<file path="src/hw/rtl/oqpi_pkg.sv">
// Shared types and constants for the ordered queue with positional insert.
package oqpi_pkg;

    localparam int DEFAULT_CAPACITY   = 64;
    localparam int DEFAULT_DATA_WIDTH = 16;

    localparam int REQ_TYPE_W  = 2;
    localparam int POS_W       = 7;
    localparam int COORD_W     = 16;
    localparam int COUNT_OUT_W = 7;
    localparam int ERR_W       = 2;

    typedef enum logic [REQ_TYPE_W-1:0] {
        REQ_APPEND = 2'd0,
        REQ_INSERT = 2'd1,
        REQ_REMOVE = 2'd2,
        REQ_SEARCH = 2'd3
    } req_kind_t;

    typedef enum logic [ERR_W-1:0] {
        ERR_NONE     = 2'd0,
        ERR_EMPTY    = 2'd1,
        ERR_POSITION = 2'd2,
        ERR_FULL     = 2'd3
    } err_t;

    typedef enum logic [2:0] {
        ST_IDLE,
        ST_SHIFT,
        ST_PLACE,
        ST_REMOVE,
        ST_SCAN,
        ST_DONE
    } eng_state_t;

    typedef struct packed {
        logic [COORD_W-1:0]     removed_x;
        logic [COORD_W-1:0]     removed_y;
        logic                   found;
        logic [COUNT_OUT_W-1:0] entry_count;
        err_t                   error_code;
    } res_t;

endpackage

</file>
<file path="src/hw/rtl/oqpi_req_if.sv">
// Request channel: valid/ready handshake with the request word.
interface oqpi_req_if;
    logic                                  valid;
    logic                                  ready;
    logic        [oqpi_pkg::REQ_TYPE_W-1:0] req_type;
    logic        [oqpi_pkg::POS_W-1:0]      position;
    logic signed [oqpi_pkg::COORD_W-1:0]    item_x;
    logic signed [oqpi_pkg::COORD_W-1:0]    item_y;

    modport source (output valid, req_type, position, item_x, item_y, input ready);
    modport sink   (input valid, req_type, position, item_x, item_y, output ready);
endinterface

</file>
<file path="src/hw/rtl/oqpi_rsp_if.sv">
// Response channel: valid/ready handshake with the result word.
interface oqpi_rsp_if;
    logic                                   valid;
    logic                                   ready;
    logic signed [oqpi_pkg::COORD_W-1:0]     removed_x;
    logic signed [oqpi_pkg::COORD_W-1:0]     removed_y;
    logic                                   found;
    logic        [oqpi_pkg::COUNT_OUT_W-1:0] entry_count;
    logic        [oqpi_pkg::ERR_W-1:0]       error_code;

    modport source (output valid, removed_x, removed_y, found, entry_count, error_code,
                    input ready);
    modport sink   (input valid, removed_x, removed_y, found, entry_count, error_code,
                    output ready);
endinterface

</file>
<file path="src/hw/rtl/oqpi_ram.sv">
// Generic simple dual-port RAM: one write port, one read port, registered read.
module oqpi_ram #(
    parameter int WIDTH = 32,
    parameter int DEPTH = 64,
    localparam int AW   = (DEPTH > 1) ? $clog2(DEPTH) : 1
) (
    input  logic             clk,
    input  logic             we,
    input  logic [AW-1:0]    waddr,
    input  logic [WIDTH-1:0] wdata,
    input  logic [AW-1:0]    raddr,
    output logic [WIDTH-1:0] rdata
);

    logic [WIDTH-1:0] mem [DEPTH];

    always_ff @(posedge clk)
    begin
        if (we)
        begin
            mem[waddr] <= wdata;
        end
        rdata <= mem[raddr];
    end

endmodule

</file>
<file path="src/hw/rtl/oqpi_engine.sv">
// Request sequencer: circular-buffer addressing, insert shifting, search scan.
module oqpi_engine #(
    parameter int CAPACITY   = oqpi_pkg::DEFAULT_CAPACITY,
    parameter int DATA_WIDTH = oqpi_pkg::DEFAULT_DATA_WIDTH,
    localparam int AW        = (CAPACITY > 1) ? $clog2(CAPACITY) : 1,
    localparam int CW        = $clog2(CAPACITY + 1),
    localparam int MW        = 2 * DATA_WIDTH
) (
    input  logic           clk,
    input  logic           rst_n,
    oqpi_req_if.sink       req,
    output logic           mem_we,
    output logic [AW-1:0]  mem_waddr,
    output logic [MW-1:0]  mem_wdata,
    output logic [AW-1:0]  mem_raddr,
    input  logic [MW-1:0]  mem_rdata,
    output logic           res_valid,
    input  logic           res_ready,
    output oqpi_pkg::res_t res
);

    localparam int PCW = (CW > oqpi_pkg::POS_W) ? CW : oqpi_pkg::POS_W;

    oqpi_pkg::eng_state_t state_reg, state_next;
    logic [AW-1:0]         head_reg, head_next;
    logic [CW-1:0]         count_reg, count_next;
    logic [CW-1:0]         idx_reg, idx_next;
    logic [CW-1:0]         pos_reg, pos_next;
    logic [DATA_WIDTH-1:0] x_reg, x_next;
    logic [DATA_WIDTH-1:0] y_reg, y_next;
    logic [oqpi_pkg::COORD_W-1:0] rem_x_reg, rem_x_next;
    logic [oqpi_pkg::COORD_W-1:0] rem_y_reg, rem_y_next;
    logic                  found_reg, found_next;
    oqpi_pkg::err_t        err_reg, err_next;

    logic [DATA_WIDTH-1:0] in_x;
    logic [DATA_WIDTH-1:0] in_y;
    logic                  full;
    logic [PCW-1:0]        pos_ext;
    logic [PCW-1:0]        cnt_ext;

    // logical index -> physical address, head-relative with one wrap
    function automatic logic [AW-1:0] phys(input logic [AW-1:0] base,
                                           input logic [CW-1:0] idx);
        logic [AW:0] sum;
        sum = {1'b0, base} + (AW+1)'(idx);
        if (sum >= (AW+1)'(CAPACITY))
        begin
            sum = sum - (AW+1)'(CAPACITY);
        end
        return sum[AW-1:0];
    endfunction

    assign in_x    = DATA_WIDTH'($unsigned(req.item_x));
    assign in_y    = DATA_WIDTH'($unsigned(req.item_y));
    assign full    = (count_reg == CW'(CAPACITY));
    assign pos_ext = PCW'(req.position);
    assign cnt_ext = PCW'(count_reg);

    always_comb
    begin
        state_next = state_reg;
        head_next  = head_reg;
        count_next = count_reg;
        idx_next   = idx_reg;
        pos_next   = pos_reg;
        x_next     = x_reg;
        y_next     = y_reg;
        rem_x_next = rem_x_reg;
        rem_y_next = rem_y_reg;
        found_next = found_reg;
        err_next   = err_reg;
        mem_we     = 1'b0;
        mem_waddr  = phys(head_reg, count_reg);
        mem_wdata  = {in_x, in_y};
        mem_raddr  = head_reg;
        res_valid  = 1'b0;
        req.ready  = (state_reg == oqpi_pkg::ST_IDLE);

        unique case (state_reg)
            oqpi_pkg::ST_IDLE:
            begin
                if (req.valid)
                begin
                    rem_x_next = '0;
                    rem_y_next = '0;
                    found_next = 1'b0;
                    err_next   = oqpi_pkg::ERR_NONE;
                    x_next     = in_x;
                    y_next     = in_y;
                    pos_next   = CW'(req.position);
                    state_next = oqpi_pkg::ST_DONE;
                    unique case (oqpi_pkg::req_kind_t'(req.req_type))
                        oqpi_pkg::REQ_APPEND:
                        begin
                            if (full)
                            begin
                                err_next = oqpi_pkg::ERR_FULL;
                            end
                            else
                            begin
                                mem_we     = 1'b1;
                                count_next = count_reg + CW'(1);
                            end
                        end
                        oqpi_pkg::REQ_INSERT:
                        begin
                            priority if (pos_ext > cnt_ext)
                            begin
                                err_next = oqpi_pkg::ERR_POSITION;
                            end
                            else if (full)
                            begin
                                err_next = oqpi_pkg::ERR_FULL;
                            end
                            else if (pos_ext == cnt_ext)
                            begin
                                mem_we     = 1'b1;
                                count_next = count_reg + CW'(1);
                            end
                            else
                            begin
                                mem_raddr  = phys(head_reg, count_reg - CW'(1));
                                idx_next   = count_reg - CW'(1);
                                state_next = oqpi_pkg::ST_SHIFT;
                            end
                        end
                        oqpi_pkg::REQ_REMOVE:
                        begin
                            if (count_reg == '0)
                            begin
                                err_next = oqpi_pkg::ERR_EMPTY;
                            end
                            else
                            begin
                                state_next = oqpi_pkg::ST_REMOVE;
                            end
                        end
                        oqpi_pkg::REQ_SEARCH:
                        begin
                            if (count_reg != '0)
                            begin
                                idx_next   = '0;
                                state_next = oqpi_pkg::ST_SCAN;
                            end
                        end
                    endcase
                end
            end
            oqpi_pkg::ST_SHIFT:
            begin
                // rdata holds entry idx; move it back one slot, read the next lower one
                mem_we    = 1'b1;
                mem_waddr = phys(head_reg, idx_reg + CW'(1));
                mem_wdata = mem_rdata;
                if (idx_reg == pos_reg)
                begin
                    state_next = oqpi_pkg::ST_PLACE;
                end
                else
                begin
                    mem_raddr = phys(head_reg, idx_reg - CW'(1));
                    idx_next  = idx_reg - CW'(1);
                end
            end
            oqpi_pkg::ST_PLACE:
            begin
                mem_we     = 1'b1;
                mem_waddr  = phys(head_reg, pos_reg);
                mem_wdata  = {x_reg, y_reg};
                count_next = count_reg + CW'(1);
                state_next = oqpi_pkg::ST_DONE;
            end
            oqpi_pkg::ST_REMOVE:
            begin
                rem_x_next = oqpi_pkg::COORD_W'(mem_rdata[MW-1:DATA_WIDTH]);
                rem_y_next = oqpi_pkg::COORD_W'(mem_rdata[DATA_WIDTH-1:0]);
                head_next  = phys(head_reg, CW'(1));
                count_next = count_reg - CW'(1);
                state_next = oqpi_pkg::ST_DONE;
            end
            oqpi_pkg::ST_SCAN:
            begin
                if (mem_rdata == {x_reg, y_reg})
                begin
                    found_next = 1'b1;
                end
                if (idx_reg == count_reg - CW'(1))
                begin
                    state_next = oqpi_pkg::ST_DONE;
                end
                else
                begin
                    mem_raddr = phys(head_reg, idx_reg + CW'(1));
                    idx_next  = idx_reg + CW'(1);
                end
            end
            oqpi_pkg::ST_DONE:
            begin
                res_valid = 1'b1;
                if (res_ready)
                begin
                    state_next = oqpi_pkg::ST_IDLE;
                end
            end
            default:
            begin
                state_next = oqpi_pkg::ST_IDLE;
            end
        endcase
    end

    always_ff @(posedge clk or negedge rst_n)
    begin
        if (!rst_n)
        begin
            state_reg <= oqpi_pkg::ST_IDLE;
            head_reg  <= '0;
            count_reg <= '0;
        end
        else
        begin
            state_reg <= state_next;
            head_reg  <= head_next;
            count_reg <= count_next;
        end
    end

    always_ff @(posedge clk)
    begin
        idx_reg   <= idx_next;
        pos_reg   <= pos_next;
        x_reg     <= x_next;
        y_reg     <= y_next;
        rem_x_reg <= rem_x_next;
        rem_y_reg <= rem_y_next;
        found_reg <= found_next;
        err_reg   <= err_next;
    end

    assign res.removed_x   = rem_x_reg;
    assign res.removed_y   = rem_y_reg;
    assign res.found       = found_reg;
    assign res.entry_count = oqpi_pkg::COUNT_OUT_W'(count_reg);
    assign res.error_code  = err_reg;

endmodule

</file>
<file path="src/hw/rtl/ordered_queue_with_positional_insert_unit.sv">
// Top level: ordered queue with positional insert, remove-head and search.
// The list lives in one RAM of CAPACITY words of two coordinates, used as a
// circular buffer, so append and remove-head take no shifting. Every request
// gives one response word. Insert at position p into n entries moves the n - p
// entries from p onward up by one slot (p = n acts as append, with no moves);
// search compares all n entries. The single RAM read port sets the pace:
// insert moves one entry per cycle and search compares one entry per cycle.
// A new request is accepted once the previous result has moved into the output
// register, even while that word waits to be taken. No clearing pass after
// reset: entries beyond the count are never read.
module ordered_queue_with_positional_insert_unit #(
    parameter int CAPACITY   = oqpi_pkg::DEFAULT_CAPACITY,
    parameter int DATA_WIDTH = oqpi_pkg::DEFAULT_DATA_WIDTH
) (
    input  logic       clk,
    input  logic       rst_n,
    oqpi_req_if.sink   req,
    oqpi_rsp_if.source rsp
);

    localparam int AW = (CAPACITY > 1) ? $clog2(CAPACITY) : 1;
    localparam int MW = 2 * DATA_WIDTH;

    logic          mem_we;
    logic [AW-1:0] mem_waddr;
    logic [MW-1:0] mem_wdata;
    logic [AW-1:0] mem_raddr;
    logic [MW-1:0] mem_rdata;

    logic           res_valid;
    logic           res_ready;
    oqpi_pkg::res_t res;

    logic           out_valid_reg, out_valid_next;
    oqpi_pkg::res_t out_word_reg;

    oqpi_engine #(
        .CAPACITY   (CAPACITY),
        .DATA_WIDTH (DATA_WIDTH)
    ) u_engine (
        .clk       (clk),
        .rst_n     (rst_n),
        .req       (req),
        .mem_we    (mem_we),
        .mem_waddr (mem_waddr),
        .mem_wdata (mem_wdata),
        .mem_raddr (mem_raddr),
        .mem_rdata (mem_rdata),
        .res_valid (res_valid),
        .res_ready (res_ready),
        .res       (res)
    );

    oqpi_ram #(
        .WIDTH (MW),
        .DEPTH (CAPACITY)
    ) u_ram (
        .clk   (clk),
        .we    (mem_we),
        .waddr (mem_waddr),
        .wdata (mem_wdata),
        .raddr (mem_raddr),
        .rdata (mem_rdata)
    );

    // output word register
    assign res_ready = !out_valid_reg || rsp.ready;

    always_comb
    begin
        out_valid_next = out_valid_reg;
        if (res_valid && res_ready)
        begin
            out_valid_next = 1'b1;
        end
        else if (rsp.ready)
        begin
            out_valid_next = 1'b0;
        end
    end

    always_ff @(posedge clk or negedge rst_n)
    begin
        if (!rst_n)
        begin
            out_valid_reg <= 1'b0;
        end
        else
        begin
            out_valid_reg <= out_valid_next;
        end
    end

    always_ff @(posedge clk)
    begin
        if (res_valid && res_ready)
        begin
            out_word_reg <= res;
        end
    end

    assign rsp.valid       = out_valid_reg;
    assign rsp.removed_x   = out_word_reg.removed_x;
    assign rsp.removed_y   = out_word_reg.removed_y;
    assign rsp.found       = out_word_reg.found;
    assign rsp.entry_count = out_word_reg.entry_count;
    assign rsp.error_code  = out_word_reg.error_code;

endmodule

</file>
<file path="src/flat_wrapper.sv">
// flat-port wrapper written by rule: the top's interface ports become plain ports
module ordered_queue_with_positional_insert_unit_flat 
#(
    parameter int CAPACITY   = oqpi_pkg::DEFAULT_CAPACITY,
    parameter int DATA_WIDTH = oqpi_pkg::DEFAULT_DATA_WIDTH
)
  (clk, rst_n, req_valid, req_req_type, req_position, req_item_x, req_item_y, req_ready, rsp_valid, rsp_removed_x, rsp_removed_y, rsp_found, rsp_entry_count, rsp_error_code, rsp_ready);
  oqpi_req_if req_i ();
  oqpi_rsp_if rsp_i ();
  input  logic clk;
  input  logic rst_n;
  input wire logic [$bits(req_i.valid)-1:0] req_valid;
  input wire logic [$bits(req_i.req_type)-1:0] req_req_type;
  input wire logic [$bits(req_i.position)-1:0] req_position;
  input wire logic [$bits(req_i.item_x)-1:0] req_item_x;
  input wire logic [$bits(req_i.item_y)-1:0] req_item_y;
  output wire logic [$bits(req_i.ready)-1:0] req_ready;
  output wire logic [$bits(rsp_i.valid)-1:0] rsp_valid;
  output wire logic [$bits(rsp_i.removed_x)-1:0] rsp_removed_x;
  output wire logic [$bits(rsp_i.removed_y)-1:0] rsp_removed_y;
  output wire logic [$bits(rsp_i.found)-1:0] rsp_found;
  output wire logic [$bits(rsp_i.entry_count)-1:0] rsp_entry_count;
  output wire logic [$bits(rsp_i.error_code)-1:0] rsp_error_code;
  input wire logic [$bits(rsp_i.ready)-1:0] rsp_ready;
  assign req_i.valid = req_valid;
  assign req_i.req_type = req_req_type;
  assign req_i.position = req_position;
  assign req_i.item_x = req_item_x;
  assign req_i.item_y = req_item_y;
  assign req_ready = req_i.ready;
  assign rsp_valid = rsp_i.valid;
  assign rsp_removed_x = rsp_i.removed_x;
  assign rsp_removed_y = rsp_i.removed_y;
  assign rsp_found = rsp_i.found;
  assign rsp_entry_count = rsp_i.entry_count;
  assign rsp_error_code = rsp_i.error_code;
  assign rsp_i.ready = rsp_ready;
  ordered_queue_with_positional_insert_unit #(.CAPACITY(CAPACITY), .DATA_WIDTH(DATA_WIDTH)) u_core (.clk(clk), .rst_n(rst_n), .req(req_i), .rsp(rsp_i));
endmodule
</file>
<file path="config.mk">
export PLATFORM = sky130hd
export DESIGN_NAME = ordered_queue_with_positional_insert_unit_flat
export DESIGN_NICKNAME = d
export VERILOG_FILES = /design/src/hw/rtl/oqpi_pkg.sv /design/src/hw/rtl/oqpi_req_if.sv /design/src/hw/rtl/oqpi_rsp_if.sv /design/src/hw/rtl/oqpi_ram.sv /design/src/hw/rtl/oqpi_engine.sv /design/src/hw/rtl/ordered_queue_with_positional_insert_unit.sv /design/src/flat_wrapper.sv
export SDC_FILE = /design/constraint.sdc
export NUM_CORES = 2
export LEC_CHECK = 0
export BUFFER_PORTS_ARGS = -buffer_cell sky130_fd_sc_hd__buf_2
export CORE_MARGIN = 4
export CORE_UTILIZATION = 60
export CTS_BUF_LIST = sky130_fd_sc_hd__clkbuf_4 sky130_fd_sc_hd__clkbuf_8 sky130_fd_sc_hd__clkbuf_16
export CTS_CLUSTER_SIZE = 25
export DETAILED_ROUTE_END_ITERATION = 10
export MAX_ROUTING_LAYER = met4
export PLACE_DENSITY_LB_ADDON = 0.08
export SETUP_SLACK_MARGIN = 0.4
export SYNTH_ARGS = -nofsm -noshare
export SYNTH_HDL_FRONTEND = slang
export SYNTH_SLANG_ARGS = --single-unit
</file>
<file path="constraint.sdc">
create_clock -name clk -period 10.3 [get_ports clk]
set_input_delay 1.03 -clock clk [delete_from_list [all_inputs] [get_ports clk]]
set_output_delay 1.03 -clock clk [all_outputs]
set_load 0.05 [all_outputs]
</file>
==> out/metrics.cfg <==
[outcome]
status = finished clean

[worst_setup_path]
reg2reg_depth = 15
crit_path_end_kind = flop
arrival_ns = 7.21
crit_path_start_kind = flop
crit_fanout = 135
crit_required_ns = 11.01
crit_type = flop to flop

[cts]
clk_pin_slew_worst_paths_ns = 0.07
htree_levels = 4
cts_tree = built
clock_latency_ns = 0.85
ctsHoldBuffers = 0
clockBufferDepth = 3
cts_resized = 0
cts_setup_buffers = 0
ctsRootBufferMaster = clkbuf_16
cts_buffers = 212
clock_sinks = 2220

[timing]
hold_viol_final = 0
slew_violations = 0
skew_ns = 0.0324
layout_min_cycle_time_ns = 6.50
fin_crit_sh_pct = 63.1
worst_pin_slew_ns = 1.33
slew_headroom_pct = 11.5
clock.fmax_mhz = 154
tns_ns = 0
rsz0062_at_grt = no
final-setup-viol-count = 0

[route]
vias_per_cell = 6.57
wirelength_mm = 241
wl_per_cell_um = 30.2
ant_nets = 0
drt_iter0_markers = 6695
drc = 0
dr.pass1.iters = 6
vias = 52600

[floorplan]
dieWidth_um = 391
initial_core_util_pct = 60.5
rows = 140
ios = 89
die-height_um = 391
die-area_um2 = 153000
core_um2 = 146000

[cells_and_area]
drive_gt1_share_pct = 11.8
syn_to_final_growth_pct = 11.5
nets = 5982
top_register = u_core.u_ram.mem
largestRegisters = u_core.u_ram.mem: 2048 flops, u_core.u_ram.rdata: 32 flops
largest_register_ffs = 2048

[global_route]
grt_pass1_wl_mm = 349
grt_max_degree = 136
grt_pass1_vias = 50400
antenna_found_initial = 4
gr-total-overflow = 0
track_usage_pct = 32.4

[yosys]
syn_area_um2 = 88200
synthDistinctLibCells = 74
async_flop_share_pct = 0.766
synth_warnings = 0
synth_edf_count = 2171
seq_area_frac_synth_pct = 75.1
synth_flop_cell = edfxtp_1
syn_nets = 5885
avgSynthCellArea_um2 = 15.2
synthCells = 5804
synth_seq_cells = 2220

[placed_design]
gp_congestion = 0.930
portBuffers = 88
place_hpwl_mm = 131

[run]
cap_violations = 0

[worst_hold_path]
hold_path.class = primary input to async pin

cells in the mapped netlist (5+ instances only):
cell type | number | area share, %
xor2_1 | 33 | 0.33
dfxtp_1 | 32 | 0.73
o21a_1 | 5 | 0.043
and3_1 | 47 | 0.33
and4_1 | 8 | 0.079
nor2_1 | 140 | 0.60
dfrtp_1 | 17 | 0.48
clkbuf_1 | 170 | 0.72
ha_1 | 32 | 0.45
a221oi_1 | 32 | 0.32
nand4_1 | 117 | 0.83
nor3_1 | 13 | 0.074
mux2i_1 | 624 | 7.1
buf_2 | 104 | 0.59
a32oi_1 | 109 | 1.1
nor4_1 | 7 | 0.050
a21o_1 | 8 | 0.068
o211ai_1 | 6 | 0.051
nand3_1 | 304 | 1.7
buf_1 | 25 | 0.11
a31oi_1 | 13 | 0.092
o22ai_1 | 250 | 1.8
o21ai_0 | 161 | 0.91
and2_1 | 5 | 0.035
xnor2_1 | 50 | 0.50
o31ai_1 | 5 | 0.043
edfxtp_1 | 2171 | 74
nor2b_1 | 39 | 0.28
or3_1 | 33 | 0.23
buf_4 | 42 | 0.36
a22oi_1 | 5 | 0.043
inv_1 | 27 | 0.11
o31a_1 | 5 | 0.050
a21oi_1 | 181 | 1.0
a22o_1 | 33 | 0.33
nand2_1 | 872 | 3.7
stage by stage:
| stage | util (%) | hold WS [ns] | area [µm²] | cells | setup slack [ns] |
|---|---|---|---|---|---|
| after global placement | 62.6 | 0.402 | 91300 | 7604 | 3.84 |
| after floorplan | - | 0.400 | 88200 | 5804 | 5.64 |
| after global routing | 67.4 | 0.132 | 98400 | 7997 | 3.42 |
| after detailed placement | 62.6 | 0.405 | 91300 | 7604 | 3.72 |
| after CTS | 67.4 | 0.0888 | 98300 | 7995 | 3.90 |
| final | 67.4 | 0.130 | 98400 | 7998 | 3.80 |
cell families after synthesis:
family,synth area share [%]
XOR/XNOR,0.851
AO/OA/AOI/OAI,6.21
buffers and inverters,1.96
adder cells (fa/ha/maj),0.545
multiplexers,7.08
AND/OR/NAND/NOR,8.26
flip-flops,75.1
critical path, cell delays in order (launching register included):
cell and delay (ns):
dfrtp_1 0.54, clkinv_1 0.34, ha_1 0.40, nand3_1 0.10
o21ai_0 0.20, nor3_2 0.50, a31oi_1 0.27, o31ai_1 0.58
and2_4 0.70, buf_12 0.69, buf_12 0.55, mux2i_1 0.29
o22ai_1 0.11, o21ai_0 0.36, nand4_1 0.14, or3_1 0.39
cell usage in the layout, fill, tap and decap left out, types with 88 or more instances in the layout:
| master | n |
|---|---|
| buf_4 | 131 |
| nand4_1 | 117 |
| edfxtp_1 | 2171 |
| o21ai_0 | 161 |
| nand2_1 | 839 |
| a32oi_1 | 109 |
| o22ai_1 | 250 |
| buf_2 | 88 |
| a21oi_1 | 181 |
| nand3_1 | 303 |
| mux2i_1 | 624 |
| clkbuf_16 | 219 |
per-layer routing:
| metal | vias up | GRT usage (%) | share of wire, % |
|---|---|---|---|
| li1 | 22600 | - | - |
| met1 | 26700 | 44.7 | 39 |
| met2 | 2815 | 49.3 | 47 |
| met3 | 466 | 4.84 | 9.1 |
| met4 | 0 | 12.8 | 4.2 |
| met5 | - | - | 0 |
layout make-up:
cell class	instances	area, µm²
Antenna cell	3	7.51
Clock buffer	272	5950
Clock inverter	119	1070
Fill cell	9826	47600
Inverter	30	113
Multi-Input combinational cell	3209	21000
Sequential cell	2220	66300
Tap cell	1917	2400
Timing Repair Buffer	228	1600
worst paths after layout:
kind / end / startpoint / slack (ns)
hold / removal: u_core.u_engine.cnt_ext[2] / rst_n / 0.13
setup reg to reg: u_core.u_ram.rdata[12] / u_core.u_engine.cnt_ext[4] / 3.80
max in group asynchronous: u_core.u_engine.state_reg[1] / rst_n / 9.79
hold reg to reg: u_core.rsp.removed_x[11] / u_core.u_engine.rem_x_reg[11] / 0.41
setup / recovery: u_core.u_ram.rdata[12] / u_core.u_engine.cnt_ext[4] / 3.80
min in group clk: u_core.u_engine.pos_reg[2] / req_position[2] / 0.40
Power is not shown: default switching activity piles up to over one toggle a cycle in this logic, so the estimate is an artifact.
